<file path="config.mk">
export PLATFORM = sky130hd
export DESIGN_NAME = fastq_record_locator_core
export DESIGN_NICKNAME = d
export VERILOG_FILES = /design/src/hdl/fqrl_pkg.sv /design/src/hdl/fqrl_scan.sv /design/src/hdl/fastq_record_locator_core.sv
export SDC_FILE = /design/constraint.sdc
export NUM_CORES = 1
export LEC_CHECK = 0
export ABC_AREA = 1
export BUFFER_PORTS_ARGS = -buffer_cell sky130_fd_sc_hd__buf_2
export CAP_MARGIN = 20
export CORE_UTILIZATION = 61
export DETAILED_ROUTE_END_ITERATION = 8
export HOLD_SLACK_MARGIN = 0.02
export PLACE_DENSITY = 0.87
export SLEW_MARGIN = 0
export SYNTH_ARGS = -nofsm -noshare
export SYNTH_HDL_FRONTEND = slang
export SYNTH_SLANG_ARGS = --single-unit
</file>
<file path="constraint.sdc">
create_clock -name clk_i -period 10.9 [get_ports clk_i]
set_input_delay 2.18 -clock clk_i [delete_from_list [all_inputs] [get_ports clk_i]]
set_output_delay 2.18 -clock clk_i [all_outputs]
set_load 0.01 [all_outputs]
</file>
<file path="src/hdl/fqrl_pkg.sv">
// Shared types and constants for the FASTQ record locator.
`timescale 1ns / 1ps

package fqrl_pkg;

  localparam int POS_W  = 32;
  localparam int BASE_W = 31;

  localparam logic [7:0] CHAR_NL   = 8'h0A;
  localparam logic [7:0] CHAR_AT   = 8'h40;
  localparam logic [7:0] CHAR_PLUS = 8'h2B;

  // valid bit indexes for stored positions
  localparam int VX_HS = 0;
  localparam int VX_HE = 1;
  localparam int VX_SS = 2;
  localparam int VX_SE = 3;
  localparam int VX_QS = 4;
  localparam int VX_N  = 5;

  typedef logic [POS_W-1:0] pos_t;

  typedef enum logic [2:0] {
    PH_HEAD_SEARCH,
    PH_HEAD_OPEN,
    PH_SEQ_FIRST,
    PH_SEQ_OPEN,
    PH_QHEAD_OPEN,
    PH_QUAL_WAIT,
    PH_DONE
  } phase_e;

  typedef enum logic [3:0] {
    ST_COMPLETE       = 4'd0,
    ST_NO_HEADER      = 4'd1,
    ST_HEADER_OPEN    = 4'd2,
    ST_SEQ_OPEN       = 4'd4,
    ST_NO_QUAL_HEADER = 4'd5,
    ST_QUAL_SHORT     = 4'd7,
    ST_INVALID        = 4'd8
  } status_e;

  typedef struct packed {
    logic [7:0] data;
    logic       first;
    logic       last;
  } item_t;

  typedef struct packed {
    status_e status;
    pos_t    hs;
    pos_t    he;
    pos_t    ss;
    pos_t    se;
    pos_t    qs;
    pos_t    qe;
  } result_t;

endpackage

</file>
<file path="src/hdl/fqrl_scan.sv">
// Byte-at-a-time record scanner: scan state, position tracking and result build.
`timescale 1ns / 1ps

module fqrl_scan (
  input  logic                         clk_i,
  input  logic                         rst_ni,
  input  logic                         fire_i,
  input  fqrl_pkg::item_t              item_i,
  input  logic [fqrl_pkg::BASE_W-1:0]  base_i,
  output logic                         emit_o,
  output fqrl_pkg::result_t            result_o
);

  fqrl_pkg::phase_e              phase_q, phase_d, eff_phase, adv_phase;
  logic                          prev_nl_q, prev_nl_d, eff_prev;
  logic [fqrl_pkg::VX_N-1:0]     val_q, val_d, eff_val;
  fqrl_pkg::pos_t                byte_pos_q, byte_pos_d, p;
  fqrl_pkg::pos_t                hs_q, hs_d, he_q, he_d, ss_q, ss_d;
  fqrl_pkg::pos_t                se_q, se_d, qs_q, qs_d, qe_q, qe_d;
  fqrl_pkg::pos_t                hdr_len_q, hdr_len_d, seq_len_q, seq_len_d;
  fqrl_pkg::pos_t                qhl, qhl_m1;
  fqrl_pkg::status_e             status;
  logic                          is_nl, is_at, is_plus, qhl_bad, qual_hit, last;

  assign last    = item_i.last;
  assign is_nl   = (item_i.data == fqrl_pkg::CHAR_NL);
  assign is_at   = (item_i.data == fqrl_pkg::CHAR_AT);
  assign is_plus = (item_i.data == fqrl_pkg::CHAR_PLUS);

  assign eff_phase = item_i.first ? fqrl_pkg::PH_HEAD_SEARCH : phase_q;
  assign eff_prev  = item_i.first ? 1'b0 : prev_nl_q;
  assign eff_val   = item_i.first ? '0 : val_q;

  assign p          = item_i.first ? fqrl_pkg::POS_W'(base_i) : byte_pos_q;
  assign byte_pos_d = p + fqrl_pkg::POS_W'(1);

  // quality header line length check: "+" alone or same length as header line
  assign qhl      = p - se_q;
  assign qhl_m1   = qhl - fqrl_pkg::POS_W'(1);
  assign qhl_bad  = (qhl_m1 > fqrl_pkg::POS_W'(1)) && (qhl != hdr_len_q);
  assign qual_hit = ((p - fqrl_pkg::POS_W'(2)) == qe_q);

  // next state
  always_comb begin
    adv_phase = eff_phase;
    prev_nl_d = eff_prev;
    val_d     = eff_val;
    hs_d      = hs_q;
    he_d      = he_q;
    ss_d      = ss_q;
    se_d      = se_q;
    qs_d      = qs_q;
    qe_d      = qe_q;
    hdr_len_d = hdr_len_q;
    seq_len_d = seq_len_q;
    case (eff_phase)
      fqrl_pkg::PH_HEAD_SEARCH: begin
        if (eff_prev && is_at) begin
          hs_d                  = p;
          val_d[fqrl_pkg::VX_HS] = 1'b1;
          adv_phase             = fqrl_pkg::PH_HEAD_OPEN;
        end
        prev_nl_d = is_nl;
      end
      fqrl_pkg::PH_HEAD_OPEN: begin
        if (is_nl && !last) begin
          he_d                   = p;
          ss_d                   = p + fqrl_pkg::POS_W'(1);
          hdr_len_d              = p - hs_q + fqrl_pkg::POS_W'(1);
          val_d[fqrl_pkg::VX_HE] = 1'b1;
          val_d[fqrl_pkg::VX_SS] = 1'b1;
          adv_phase              = fqrl_pkg::PH_SEQ_FIRST;
        end
      end
      fqrl_pkg::PH_SEQ_FIRST: begin
        prev_nl_d = 1'b0;
        adv_phase = fqrl_pkg::PH_SEQ_OPEN;
      end
      fqrl_pkg::PH_SEQ_OPEN: begin
        if (eff_prev && is_plus) begin
          se_d                   = p - fqrl_pkg::POS_W'(1);
          seq_len_d              = p - fqrl_pkg::POS_W'(1) - he_q;
          val_d[fqrl_pkg::VX_SE] = 1'b1;
          adv_phase              = fqrl_pkg::PH_QHEAD_OPEN;
        end
        prev_nl_d = is_nl;
      end
      fqrl_pkg::PH_QHEAD_OPEN: begin
        if (is_nl && !last && !qhl_bad) begin
          qs_d                   = p + fqrl_pkg::POS_W'(1);
          qe_d                   = p + seq_len_q;
          val_d[fqrl_pkg::VX_QS] = 1'b1;
          adv_phase              = fqrl_pkg::PH_QUAL_WAIT;
        end
      end
      default: ;
    endcase
  end

  // result emission
  always_comb begin
    emit_o = 1'b0;
    status = fqrl_pkg::ST_NO_HEADER;
    if (fire_i && (eff_phase != fqrl_pkg::PH_DONE)) begin
      if ((eff_phase == fqrl_pkg::PH_QHEAD_OPEN) && is_nl && !last && qhl_bad) begin
        emit_o = 1'b1;
        status = fqrl_pkg::ST_INVALID;
      end else if ((eff_phase == fqrl_pkg::PH_QUAL_WAIT) && qual_hit) begin
        emit_o = 1'b1;
        status = fqrl_pkg::ST_COMPLETE;
      end else if (last) begin
        emit_o = 1'b1;
        case (adv_phase)
          fqrl_pkg::PH_HEAD_SEARCH: status = fqrl_pkg::ST_NO_HEADER;
          fqrl_pkg::PH_HEAD_OPEN:   status = fqrl_pkg::ST_HEADER_OPEN;
          fqrl_pkg::PH_SEQ_FIRST:   status = fqrl_pkg::ST_SEQ_OPEN;
          fqrl_pkg::PH_SEQ_OPEN:    status = fqrl_pkg::ST_SEQ_OPEN;
          fqrl_pkg::PH_QHEAD_OPEN:  status = fqrl_pkg::ST_NO_QUAL_HEADER;
          default:                  status = fqrl_pkg::ST_QUAL_SHORT;
        endcase
      end
    end
  end

  always_comb begin
    result_o.status = status;
    result_o.hs     = val_d[fqrl_pkg::VX_HS] ? hs_d : '1;
    result_o.he     = val_d[fqrl_pkg::VX_HE] ? he_d : '1;
    result_o.ss     = val_d[fqrl_pkg::VX_SS] ? ss_d : '1;
    result_o.se     = val_d[fqrl_pkg::VX_SE] ? se_d : '1;
    result_o.qs     = val_d[fqrl_pkg::VX_QS] ? qs_d : '1;
    result_o.qe     = (status == fqrl_pkg::ST_COMPLETE) ? qe_q : '1;
  end

  assign phase_d = emit_o ? fqrl_pkg::PH_DONE : adv_phase;

  always_ff @(posedge clk_i or negedge rst_ni) begin
    if (!rst_ni) begin
      phase_q    <= fqrl_pkg::PH_HEAD_SEARCH;
      prev_nl_q  <= 1'b0;
      val_q      <= '0;
      byte_pos_q <= '0;
    end else if (fire_i) begin
      phase_q    <= phase_d;
      prev_nl_q  <= prev_nl_d;
      val_q      <= val_d;
      byte_pos_q <= byte_pos_d;
    end
  end

  always_ff @(posedge clk_i) begin
    if (fire_i) begin
      hs_q      <= hs_d;
      he_q      <= he_d;
      ss_q      <= ss_d;
      se_q      <= se_d;
      qs_q      <= qs_d;
      qe_q      <= qe_d;
      hdr_len_q <= hdr_len_d;
      seq_len_q <= seq_len_d;
    end
  end

endmodule

</file>
<file path="src/hdl/fastq_record_locator_core.sv">
// Top level of the FASTQ record locator: input register, scanner and result register.
// Throughput: one byte per cycle, sustained while the result side does not stall.
// A result is on the output port right after the edge at which its byte
// leaves the input register.
// Rate is set by the single scan step between the input and result registers.
// Reset (asynchronous, active low) clears the scan state, position counter,
// base offset and both handshake stages.
`timescale 1ns / 1ps

module fastq_record_locator_core (
  input  logic                               clk_i,
  input  logic                               rst_ni,
  input  logic                               in_valid_i,
  output logic                               in_stall_o,
  input  logic [7:0]                         data_byte_i,
  input  logic                               first_byte_i,
  input  logic                               last_byte_i,
  output logic                               out_valid_o,
  input  logic                               out_stall_i,
  output logic [3:0]                         status_o,
  output logic signed [fqrl_pkg::POS_W-1:0]  header_start_o,
  output logic signed [fqrl_pkg::POS_W-1:0]  header_end_o,
  output logic signed [fqrl_pkg::POS_W-1:0]  sequence_start_o,
  output logic signed [fqrl_pkg::POS_W-1:0]  sequence_end_o,
  output logic signed [fqrl_pkg::POS_W-1:0]  quality_start_o,
  output logic signed [fqrl_pkg::POS_W-1:0]  quality_end_o,
  input  logic                               cfg_valid_i,
  output logic                               cfg_ready_o,
  input  logic [fqrl_pkg::BASE_W-1:0]        base_offset_i
);

  logic                          s1_valid_q, s1_valid_d, in_accept, fire, emit;
  fqrl_pkg::item_t               s1_item_q;
  logic                          out_valid_q, out_valid_d;
  fqrl_pkg::result_t             out_res_q, scan_res;
  logic [fqrl_pkg::BASE_W-1:0]   base_q;

  assign cfg_ready_o = 1'b1;

  assign fire       = s1_valid_q && (!out_valid_q || !out_stall_i);
  assign in_stall_o = s1_valid_q && !fire;
  assign in_accept  = in_valid_i && !in_stall_o;
  assign s1_valid_d = in_accept || (s1_valid_q && !fire);

  always_comb begin
    out_valid_d = out_valid_q;
    if (fire && emit) begin
      out_valid_d = 1'b1;
    end else if (!out_stall_i) begin
      out_valid_d = 1'b0;
    end
  end

  always_ff @(posedge clk_i or negedge rst_ni) begin
    if (!rst_ni) begin
      s1_valid_q  <= 1'b0;
      out_valid_q <= 1'b0;
      base_q      <= '0;
    end else begin
      s1_valid_q  <= s1_valid_d;
      out_valid_q <= out_valid_d;
      if (cfg_valid_i && cfg_ready_o) begin
        base_q <= base_offset_i;
      end
    end
  end

  always_ff @(posedge clk_i) begin
    if (in_accept) begin
      s1_item_q.data  <= data_byte_i;
      s1_item_q.first <= first_byte_i;
      s1_item_q.last  <= last_byte_i;
    end
    if (fire && emit) begin
      out_res_q <= scan_res;
    end
  end

  fqrl_scan u_scan (
    .clk_i    (clk_i),
    .rst_ni   (rst_ni),
    .fire_i   (fire),
    .item_i   (s1_item_q),
    .base_i   (base_q),
    .emit_o   (emit),
    .result_o (scan_res)
  );

  assign out_valid_o      = out_valid_q;
  assign status_o         = 4'(out_res_q.status);
  assign header_start_o   = out_res_q.hs;
  assign header_end_o     = out_res_q.he;
  assign sequence_start_o = out_res_q.ss;
  assign sequence_end_o   = out_res_q.se;
  assign quality_start_o  = out_res_q.qs;
  assign quality_end_o    = out_res_q.qe;

`ifndef ASSERT_OFF
  a_stall_needs_item: assert property (@(posedge clk_i) disable iff (!rst_ni)
    in_stall_o |-> s1_valid_q)
    else $error("input stalled with empty input register");

  a_emit_loads_out: assert property (@(posedge clk_i) disable iff (!rst_ni)
    (fire && emit) |=> out_valid_q)
    else $error("emitted result not presented");

  a_qe_only_complete: assert property (@(posedge clk_i) disable iff (!rst_ni)
    (out_valid_q && (out_res_q.status != fqrl_pkg::ST_COMPLETE)) |-> (out_res_q.qe == '1))
    else $error("quality end set on incomplete record");

  a_no_fire_blocked: assert property (@(posedge clk_i) disable iff (!rst_ni)
    (out_valid_q && out_stall_i) |-> !fire)
    else $error("scan advanced while result register held");
`endif

endmodule

</file>
# [After elaboration in Yosys (flattened, before gate mapping)]
# Cells that the tools add are included.
[classes] addsub=9 order_cmp=1 eq_ne=16 muxes=40 n_reduce_logical=30
[ops] operator="two-way mux 32 bit" count=11
[ops] operator="subtractor 32 bit" count=3
[ops] operator="adder 32 x 1 -> 32 bit, second input constant" count=2
[ops] operator="subtractor 32 x 1 -> 32 bit, second input constant" count=2
[ops] operator="adder 32 bit" count=1
[ops] operator="== test 32 bit" count=1
[ops] operator="> comparator 32 x 1 -> 1 bit, second input constant" count=1
[ops] operator="inequality test 32 bit" count=1
[ops] operator="subtractor 32 x 2 -> 32 bit, second input constant" count=1
[ops] operator="two-way mux 3 bit" count=6
[ops] operator="two-way mux 4 bit" count=4
[ops] operator="one-hot mux 3 bit (5 select lines)" count=1
[ops] operator="logical AND 1 bit" count=14
[ops] operator="two-way mux 1 bit" count=13
[ops] operator="== test 3 x 2 -> 1 bit, second input constant" count=4
[ops] operator="one-hot mux 3 bit (4 select lines)" count=1
[ops] operator="== test 3 bit, second input constant" count=3
[ops] operator="AND reduction 3 bit" count=3
[ops] operator="== test 8 x 4 -> 1 bit, second input constant" count=1
[ops] operator="== test 8 x 6 -> 1 bit, second input constant" count=1
[ops] operator="== test 8 x 7 -> 1 bit, second input constant" count=1
[ops] operator="== test 3 x 1 -> 1 bit, second input constant" count=2
[ops] operator="logical NOT 1 bit" count=6
[ops] operator="logical NOT 3 bit" count=2
[ops] operator="8 further kinds" count=11
[totals] register_bits=536 input_bits=46 out_inout_bits=199 wordCells=121

# [Longest topological paths before layout]
# Gate-level depths: netlist of run 1.
[depth] depth_word=17 depth_mapped=35 ltp_nobuf=34

# [Hierarchy]
# A second synthesis of run 1 with hierarchy kept.
[unflattened] hier_cells=3731 hier_area_um2=32900.3
[modules_own_cells] mod="fqrl_scan" n_inst=1 cells_each=3377 area_each_um2=25227.9
[modules_own_cells] mod="fastq_record_locator_core" n_inst=1 cells_each=354 area_each_um2=7672.4

# [Least setup slack after synthesis of run 1]
# No wires, ideal clock.
[synth_path] path_kind="register to register" from="register s1_item_q[1] (netlist bit)" to="register u_scan.phase_q[1]" setup_time_ps=90 arrival_time_ps=8147 t_required_ps=10810 slack_ps=2663 path_stages_with_launch=28 n_path_buf=3 synth_period_minus_slack_ps=8237 cell_sequence="edfxtp_1 -> buf_6 -> buf_6 -> o21ai_0 -> clkbuf_1 -> inv_1 -> ha_1 -> nand2_1 -> nor2_1 -> inv_1 -> nor2_1 -> nand3_1 -> nand4_1 -> nand2_1 -> nor2_1 -> nand2_1 -> nor2_1 -> nand2_1 -> xor2_1 -> nand2_1 -> nor2_1 -> nand2_1 -> nand3_1 -> nand2_1 -> nand2_2 -> nand2_1 -> nor2_1 -> a21oi_1"
[synth_via] elab_chain_cells=10 word_cells_on_any_way=35 classes_between="add/sub: 3; order compare: 1; eq/ne: 8; mux: 12; reduce/logical: 11"
[synth_lines] item="from (decl)" line_no="fastq_record_locator_core.sv:33" rtl="fqrl_pkg::item_t s1_item_q;"
[synth_lines] item="two-way mux 32 bit" line_no="fqrl_scan.sv:34" rtl="assign p = item_i.first ? fqrl_pkg::POS_W'(base_i) : byte_pos_q;"
[synth_lines] item="subtractor 32 bit" line_no="fqrl_scan.sv:38" rtl="assign qhl = p - se_q;"
[synth_lines] item="subtractor 32 x 1 -> 32 bit" line_no="fqrl_scan.sv:39" rtl="assign qhl_m1 = qhl - fqrl_pkg::POS_W'(1);"
[synth_lines] item="> comparator 32 x 1 -> 1 bit" line_no="fqrl_scan.sv:40" rtl="assign qhl_bad = (qhl_m1 > fqrl_pkg::POS_W'(1)) && (qhl != hdr_len_q);"
[synth_lines] item="logical AND 1 bit" line_no="fqrl_scan.sv:40"
[synth_lines] item="logical NOT 1 bit" line_no="fqrl_scan.sv:89" rtl="if (is_nl && !last && !qhl_bad) begin"
[synth_lines] item="logical AND 1 bit" line_no="fqrl_scan.sv:89"
[synth_lines] item="two-way mux 3 bit" line_no="fqrl_scan.sv:89"
[synth_lines] item="one-hot mux 3 bit (5 select lines)" line_no="fqrl_scan.sv:56" rtl="case (eff_phase)"
[synth_lines] item="two-way mux 3 bit (*)" line_no="fqrl_scan.sv:135" rtl="assign phase_d = emit_o ? fqrl_pkg::PH_DONE : adv_phase;"
[synth_lines] item="to (signal assigned)" line_no="fqrl_scan.sv:139" rtl="phase_q <= fqrl_pkg::PH_HEAD_SEARCH;"
[synth_lines] item="to (signal assigned)" line_no="fqrl_scan.sv:144" rtl="phase_q <= phase_d;"
[synth_lines] item="to (decl)" line_no="fqrl_scan.sv:14" rtl="fqrl_pkg::phase_e phase_q, phase_d, eff_phase, adv_phase;"
# Mark *: on every way between the ends. The rest lies on a longest branch, timed or not.
# A chain may end at the register's enable or synchronous reset.

# [Final worst setup path of run 1]
[layout_path] from="register s1_item_q[1] (netlist bit)" to="register out_res_q (netlist bit sequence_start_o[25]), enable pin"
[layout_via] elab_chain_cells=9 word_cells_on_any_way=21 classes_between="add/sub: 3; order compare: 1; eq/ne: 5; mux: 5; reduce/logical: 7"
[layout_lines] item="two-way mux 32 bit" line_no="fqrl_scan.sv:34"
[layout_lines] item="subtractor 32 bit" line_no="fqrl_scan.sv:38"
[layout_lines] item="subtractor 32 x 1 -> 32 bit" line_no="fqrl_scan.sv:39"
[layout_lines] item="> comparator 32 x 1 -> 1 bit" line_no="fqrl_scan.sv:40"
[layout_lines] item="logical AND 1 bit" line_no="fqrl_scan.sv:40"
[layout_lines] item="logical AND 1 bit" line_no="fqrl_scan.sv:105" rtl="if ((eff_phase == fqrl_pkg::PH_QHEAD_OPEN) && is_nl && !last && qhl_bad) begin"
[layout_lines] item="two-way mux 1 bit" line_no="fqrl_scan.sv:105"
[layout_lines] item="two-way mux 1 bit (*)" line_no="fqrl_scan.sv:104" rtl="if (fire_i && (eff_phase != fqrl_pkg::PH_DONE)) begin"
[layout_lines] item="logical AND 1 bit (*)" line_no="fastq_record_locator_core.sv:74" rtl="if (fire && emit) begin"
[layout_lines] item="to (signal assigned)" line_no="fastq_record_locator_core.sv:75" rtl="out_res_q <= scan_res;"
[layout_lines] item="to (decl)" line_no="fastq_record_locator_core.sv:35" rtl="fqrl_pkg::result_t out_res_q, scan_res;"
# Marks and branches as above.

==> impl_metrics.tcl, run 1 <==
set metrics [dict create \
    number_of_standard_cells_in_the_layout_taps_in_and_fillers_out 4668 \
    power_density_nw_per_um2 186 \
    timing.max_slew.rel_slack_pct 24.9 \
    edff_count_synth 462 \
    critPathMaxFanout 122 \
    share_of_synthesized_cell_area_in_full_adder_half_adder_and_majority_cells_pct 6.46 \
    timing.critical_path.from_type "register" \
    netlist.top_cell.by_area "sky130_fd_sc_hd__edfxtp_1" \
    area.growth.synth_to_final_pct 11.7 \
    floorplan.die.width_um 232 \
    dpl-instance-area_um2 34100 \
    drt_first_iter_violations 3120 \
    post-layout-total-power_mw 6.68 \
    grtUsageTotal_pct 35.5 \
    rows 83 \
    grt_remaining_overflow 0 \
    route.detailed.drc 0 \
    nets 4147 \
    cts_hold_buf 0 \
    clock_skew_ns 0.0174 \
    cts_resized 0 \
    core-area_um2 51700 \
    worst_r2r_endpoint "sequence_start_o[25]" \
    synth-compound-area-share_pct 8.57 \
    worstRegToRegCells 27 \
    cp_common_cell "sky130_fd_sc_hd__nand2_1" \
    yosysWarnings 0 \
    synthesis.nets 3903 \
    tns_ns 0 \
    cts_setup_buffers 0 \
    hold_viol 0 \
    dp_cells 4558 \
    max_cap_violations 0 \
    dieArea_um2 53800 \
    root_buffer "sky130_fd_sc_hd__clkbuf_16" \
    timing.fmax_mhz 134 \
    postRouteWirelength_um 95700 \
    worst-r2r-setup-slack_ns 3.43 \
    post_detailed_route_count_of_antenna_violating_nets 0 \
    finalWorstPathRequiredPeriod_ns 7.47 \
    synth.area.mux_share_pct 0.140 \
    wire_per_inst_um 20.5 \
    first_global_vias 26100 \
    cts_tree "yes" \
    critPathMaxStageDelay_ns 0.78 \
    finalWorstSetupSlack_ns 3.43 \
    setup_viol 0 \
    routed-via-count 27000 \
    timing.final.crit_share_pct 68.6 \
    initial_utilization_pct 62.3 \
    fraction_of_registers_with_async_set_or_reset_after_synthesis_pct 13.8 \
    synth_seq_area_share_pct 48.8 \
    synth_flop_cell "sky130_fd_sc_hd__edfxtp_1" \
    post_drt_via_cell_ratio 5.78 \
    critical_path.startpoint "s1_item_q[1]" \
    clockBufferDepth 3 \
    cp.arrival_ns 7.73 \
    max-vdd-ir-drop_uv 126 \
    postSynthRegisterBits 536 \
    post_synth_num_cell_types 64 \
    detailedPlacementHpwl_um 70800 \
    report.final.slew_viol_count 0 \
    post_route_cells_drive_above_1_share_pct 13.1 \
    outcome "finished, final reports clean" \
    mappedNetlistArea_um2 32200 \
    worst_pin_slew_ns 1.12 \
    post_synth_xor_area_fraction_pct 6.27 \
    clock_latency_late_sink_ns 0.63 \
    firstDrtPassIters 6 \
    synth_top_family_by_area "simple AND/OR/NAND/NOR gates" \
    avgSynthCellArea_um2 8.73 \
    finalWeightedCongestion 1.06 \
    timing.critical_path.to "sequence_start_o[25]" \
    clk_pin_slew_ns 0.06 \
    design.portCount 245 \
    finalInstanceArea_um2 36000 \
    grt_start_max_net_pins 123 \
    synthSimpleGateAreaFrac_pct 20.9 \
    grt_first_pass_wirelength_um 145000 \
    worst-setup-path-type "reg2reg" \
    yosys.area.top_type_share_pct 43.0 \
    netlist_instances 3693 \
    layout_commonest_cell "sky130_fd_sc_hd__nand2_1" \
    cts.htree.levels 2 \
    worst_r2r_startpoint "s1_item_q[1]" \
    grt_setup_unrepaired "no" \
    clock-sinks 536 \
    port-buffer-count 243 \
    antenna_found_initial 6 \
    hold_class "reg2reg" \
    endpoint_type_of_the_worst_setup_path "register" \
    chipHeight_um 232 \
    pre_cts_slack_ns 3.66 \
    slowest_stage "sky130_fd_sc_hd__nand2_4" \
    cts-buffers-inserted 57 \
    required_ns 11.15 \
    synth.area.top_cells "sky130_fd_sc_hd__edfxtp_1, sky130_fd_sc_hd__nand2_1, sky130_fd_sc_hd__inv_1, sky130_fd_sc_hd__ha_1, sky130_fd_sc_hd__dfrtp_1" \
    most-common-layout-cells "sky130_fd_sc_hd__nand2_1, sky130_fd_sc_hd__inv_1, sky130_fd_sc_hd__edfxtp_1" \
    fillers 3844 \
    total_leakage_power_nw 15.5 \
]
worst max-delay path, delay by kind of cell (launching register included):
| family | cells | cell delay [ns] |
|---|---|---|
| AO/OA/AOI/OAI | 1 | 0.14 |
| XOR/XNOR | 1 | 0.14 |
| adder cells (fa/ha/maj) | 1 | 0.48 |
| buffers and inverters | 6 | 2.08 |
| flip-flops | 1 | 0.33 |
| AND/OR/NAND/NOR | 18 | 3.64 |
Yosys cell counts (15+ instances only):
master                     count
sky130_fd_sc_hd__a21oi_1     116
sky130_fd_sc_hd__clkbuf_1     50
sky130_fd_sc_hd__dfrtp_1      74
sky130_fd_sc_hd__edfxtp_1    462
sky130_fd_sc_hd__ha_1        160
sky130_fd_sc_hd__inv_1       603
sky130_fd_sc_hd__inv_2        26
sky130_fd_sc_hd__nand2_1     997
sky130_fd_sc_hd__nand2_2      16
sky130_fd_sc_hd__nand3_1     112
sky130_fd_sc_hd__nand4_1      73
sky130_fd_sc_hd__nor2_1      247
sky130_fd_sc_hd__nor3_1       25
sky130_fd_sc_hd__o21a_1       51
sky130_fd_sc_hd__o21ai_0     190
sky130_fd_sc_hd__o21ai_1      22
sky130_fd_sc_hd__o21ai_4      15
sky130_fd_sc_hd__or2_2        46
sky130_fd_sc_hd__xnor2_1      32
sky130_fd_sc_hd__xor2_1      197
worst min path at each step:
stage          cells after the start                   from                    end
2_1_floorplan                      2  u_scan.byte_pos_q[14]  u_scan.byte_pos_q[14]
3_3_place_gp                       2  u_scan.byte_pos_q[14]  u_scan.byte_pos_q[14]
3_5_place_dp                       2  u_scan.byte_pos_q[30]  u_scan.byte_pos_q[30]
4_1_cts                            2  u_scan.byte_pos_q[30]  u_scan.byte_pos_q[30]
5_1_grt                            2  u_scan.byte_pos_q[30]  u_scan.byte_pos_q[30]
6_report                           2  u_scan.byte_pos_q[30]  u_scan.byte_pos_q[30]
flip-flops by register name, summed over array words and instances (netlist names), 5 cells and up:
name               count
quality_end_o         32
sequence_end_o        32
u_scan.qs_q           32
header_end_o          32
u_scan.hs_q           32
u_scan.val_q           5
header_start_o        32
u_scan.ss_q           32
u_scan.byte_pos_q     32
s1_item_q             10
base_q                31
u_scan.qe_q           32
u_scan.he_q           32
quality_start_o       32
u_scan.seq_len_q      32
u_scan.se_q           32
u_scan.hdr_len_q      32
sequence_start_o      32
stage by stage:
stage / hold slack, ns / util (%)
after floorplan: 0.448 / -
after global placement: 0.463 / 66.0
after detailed placement: 0.475 / 66.0
after CTS: 0.490 / 69.6
after global routing: 0.526 / 69.6
final: 0.488 / 69.7
power breakdown:
part           switching [mW]  internal, mW  total, mW  leakage (nW)
Clock                   0.840          1.14       1.98         0.921
Sequential             0.0667          2.45       2.52          4.55
Combinational            1.51         0.673       2.19          10.0
layout make-up:
cell class	count	area, um2	area share, %
tap	680	851	2.36
antenna	2	5.00	0.0139
clock buffer	79	1620	4.50
timing repair buffer	270	1430	3.98
sequential	536	15700	43.6
multi-input combinational	2440	13700	38.1
clock inverter	29	290	0.806
inverter	632	2380	6.61
logic make-up (layout without fill, tap and decap cells):
family / Yosys count / after routing
compound gates: 459 / 459
buf+inv: 717 / 1010
fa+ha+maj: 164 / 164
simple gates: 1582 / 1582
xor+xnor: 230 / 230
mux: 4 / 4
flops: 536 / 536
other cells: 1 / 3
routing by layer:
metal  routed length (um)  share of wire [%]  GRT usage [%]
met4                 4400                4.6           15.6
met1                37300                 39           46.6
met2                44600                 47           57.7
met5                   40              0.042              0
met3                 9400                9.8           6.51
Note: power is estimated with default switching activity, not from simulation.
==> run 2, diff against run 1 <==
--- a/config.mk
+++ b/config.mk
@@ -5,13 +5,13 @@
 export SDC_FILE = /design/constraint.sdc
 export NUM_CORES = 1
 export LEC_CHECK = 0
-export ABC_AREA = 1
+export ABC_AREA = 0
 export BUFFER_PORTS_ARGS = -buffer_cell sky130_fd_sc_hd__buf_2
 export CAP_MARGIN = 20
-export CORE_UTILIZATION = 61
+export CORE_UTILIZATION = 55
 export DETAILED_ROUTE_END_ITERATION = 8
 export HOLD_SLACK_MARGIN = 0.02
-export PLACE_DENSITY = 0.87
+export PLACE_DENSITY = 0.83
 export SLEW_MARGIN = 0
 export SYNTH_ARGS = -nofsm -noshare
 export SYNTH_HDL_FRONTEND = slang
==> constraint.sdc (replaced) <==
create_clock -name clk_i -period 6.8 [get_ports clk_i]
set_input_delay 1.36 -clock clk_i [delete_from_list [all_inputs] [get_ports clk_i]]
set_output_delay 1.36 -clock clk_i [all_outputs]
set_load 0.01 [all_outputs]
==> run 2 against run 1 <==
  * Critical path depth shrank 7
  * Area after synthesis shrank 2.8%
  * Count of clock-buffer cells in the layout shrank 12
  * Global-route usage shrank 5.2 points
  * Synthesized cell count shrank 22%
  * Die area grew 7.7%
  * Largest cell class unchanged
  * Highest routed layer unchanged
==> impl_metrics.tcl, run 2 <==
set metrics [dict create \
    tns_ns 0 \
    port-buffer-count 243 \
    worst_pin_slew_ns 1.03 \
    rows 87 \
    critical_path.startpoint "s1_item_q[1]" \
    power_density_nw_per_um2 327 \
    netlist_instances 2889 \
    yosysWarnings 0 \
    worstHoldStart "u_scan.byte_pos_q[29]" \
    worst_r2r_startpoint "s1_item_q[1]" \
    number_of_standard_cells_in_the_layout_taps_in_and_fillers_out 3964 \
    post-layout-total-power_mw 11.7 \
    firstDrtPassIters 7 \
    grt_first_pass_wirelength_um 132000 \
    chipHeight_um 241 \
    cts-buffers-inserted 57 \
    grtUsageTotal_pct 30.3 \
    post_route_cells_drive_above_1_share_pct 17.7 \
    clock_latency_late_sink_ns 0.65 \
    post_detailed_route_count_of_antenna_violating_nets 0 \
    post_drt_via_cell_ratio 5.98 \
    total_leakage_power_nw 13.5 \
    report.final.slew_viol_count 0 \
    layout_commonest_cell "sky130_fd_sc_hd__edfxtp_1" \
    edff_count_synth 462 \
    grt_remaining_overflow 0 \
    clk_pin_slew_ns 0.06 \
    avgSynthCellArea_um2 10.8 \
    finalWorstPathRequiredPeriod_ns 6.31 \
    post-route-util_pct 63.7 \
    routed-via-count 23700 \
    dieArea_um2 57900 \
    synth_flop_cell "sky130_fd_sc_hd__edfxtp_1" \
    first_global_vias 22300 \
    grt_start_max_net_pins 78 \
    initial_utilization_pct 55.6 \
    grt_setup_unrepaired "no" \
    nets 3367 \
    mappedNetlistArea_um2 31300 \
    timing.max_slew.rel_slack_pct 31.1 \
    worst_hold_path.num_cells 2 \
    finalWeightedCongestion 1.01 \
    postRouteWirelength_um 88600 \
    core-area_um2 56400 \
    endpoint_type_of_the_worst_setup_path "register" \
    cts_tree "yes" \
    drt_first_iter_violations 2147 \
    clockBufferDepth 3 \
    critPathMaxFanout 47 \
    clock-sinks 536 \
    cp.arrival_ns 6.67 \
    route.detailed.drc 0 \
    design.portCount 245 \
    area.growth.synth_to_final_pct 14.7 \
    most-common-layout-cells "sky130_fd_sc_hd__edfxtp_1, sky130_fd_sc_hd__buf_2, sky130_fd_sc_hd__nor2_1" \
    dp_cells 3850 \
    required_ns 7.15 \
    max_cap_violations 0 \
    synth.most_common_cell "sky130_fd_sc_hd__edfxtp_1" \
    synth_seq_area_share_pct 50.2 \
    floorplan.die.width_um 241 \
    yosys.area.top_type_share_pct 44.3 \
    cts.htree.levels 2 \
    synth.area.top_cells "sky130_fd_sc_hd__edfxtp_1, sky130_fd_sc_hd__ha_1, sky130_fd_sc_hd__dfrtp_1, sky130_fd_sc_hd__xnor2_1, sky130_fd_sc_hd__nand2b_1" \
    detailedPlacementHpwl_um 66700 \
    post_synth_num_cell_types 95 \
    timing.final.crit_share_pct 92.8 \
    wire_per_inst_um 22.4 \
    netlist.top_cell.by_area "sky130_fd_sc_hd__edfxtp_1" \
    hold_viol 0 \
    worst-setup-path-type "reg2reg" \
    hold_class "reg2reg" \
    max-vdd-ir-drop_uv 203 \
    outcome "finished, final reports clean" \
    postSynthRegisterBits 536 \
    synthesis.nets 3099 \
    timing.fmax_mhz 158 \
    netlist_top_cells_count "sky130_fd_sc_hd__edfxtp_1, sky130_fd_sc_hd__nor2_1, sky130_fd_sc_hd__nand2_1" \
    root_buffer "sky130_fd_sc_hd__clkbuf_16" \
    fraction_of_registers_with_async_set_or_reset_after_synthesis_pct 13.8 \
    final_hold_slack_ns 0.491 \
    worstRegToRegCells 20 \
    setup_viol 0 \
    timing.critical_path.from_type "register" \
    antenna_found_initial 4 \
    clock_skew_ns 0.0423 \
]
==> run 2: repair_timing <==
| action | in CTS | in global routing |
|---|---|---|
| endpoints found under the hold margin | 0 | 0 |
| gates resized for setup | 0 | 1 |
| buffers inserted | 0 | 4 |
| endpoints found under the setup margin | 0 | 168 |
| hold buffers | 0 | 0 |
==> run 2: path summary, 6_finish.rpt <==
path,end,slack (ns)
setup / recovery,sequence_start_o[26],0.49
hold / removal,u_scan.byte_pos_q[29],0.49
setup reg to reg,sequence_start_o[26],0.49
hold reg to reg,u_scan.byte_pos_q[29],0.49
max in group asynchronous,u_scan.byte_pos_q[25],5.12
min in group asynchronous,u_scan.val_q[3],0.54
==> run 2: power breakdown <==
part	leakage, nW	switching (mW)	internal (mW)
clock network	0.994	1.40	1.98
logic	7.87	2.64	1.61
registers	4.62	0.144	3.97
total	13.5	4.18	7.56
==> run 2: through the flow <==
stage | worst slack [ns] | cell area [um2]
after CTS | 0.371 | 35900
after floorplan | -0.681 | 31600
after global placement | 0.454 | 33800
after detailed placement | 0.434 | 33800
final | 0.487 | 35900
after global routing | 0.242 | 35900
==> run 2: area by class of cell <==
| type | count | area, um2 |
|---|---|---|
| Clock buffer | 67 | 1580 |
| Clock inverter | 40 | 475 |
| Inverter | 192 | 738 |
| Fill cell | 4482 | 20500 |
| Tap cell | 756 | 946 |
| Antenna cell | 3 | 7.51 |
| Sequential cell | 536 | 15700 |
| Multi-Input combinational cell | 2062 | 14700 |
| Timing Repair Buffer | 308 | 1790 |
==> run 2: per-layer routing <==
metal	up-vias	wire [um]	global-route usage (%)
met5	-	22	0
met4	4	4590	15.4
met3	203	6210	4.35
met2	1033	41100	48.2
met1	11400	36700	40.6
li1	11000	-	-
==> run 2: critical path, cell delays in order (launching register included) <==
cell	delay, ns
sky130_fd_sc_hd__edfxtp_1	0.51
sky130_fd_sc_hd__buf_4	0.23
sky130_fd_sc_hd__buf_4	0.19
sky130_fd_sc_hd__mux2i_2	0.58
sky130_fd_sc_hd__inv_1	0.22
sky130_fd_sc_hd__ha_1	0.52
sky130_fd_sc_hd__nand4_1	0.13
sky130_fd_sc_hd__buf_4	0.20
sky130_fd_sc_hd__nor3_1	0.20
sky130_fd_sc_hd__o21ai_0	0.25
sky130_fd_sc_hd__and3_1	0.27
sky130_fd_sc_hd__xnor2_1	0.49
sky130_fd_sc_hd__nand3_1	0.17
sky130_fd_sc_hd__a2111oi_2	0.45
sky130_fd_sc_hd__nand4_1	0.19
sky130_fd_sc_hd__nor4_2	0.29
sky130_fd_sc_hd__a221oi_2	0.18
sky130_fd_sc_hd__o21ai_2	0.28
sky130_fd_sc_hd__clkinvlp_4	0.23
sky130_fd_sc_hd__buf_12	0.20
sky130_fd_sc_hd__buf_12	0.18
==> run 2: kinds of logic (layout without fill, tap and decap cells) <==
family | Yosys count | count (layout) | synth area share (%)
other | 1 | 4 | 0.0120
DFF | 536 | 536 | 50.2
AOI/OAI and AO/OA | 567 | 567 | 11.4
xor gates and xnor gates | 236 | 236 | 6.95
muxes | 156 | 156 | 5.49
and+or+nand+nor | 938 | 938 | 15.6
buffers and inverters | 291 | 607 | 3.75
adders and majority gates | 164 | 164 | 6.65
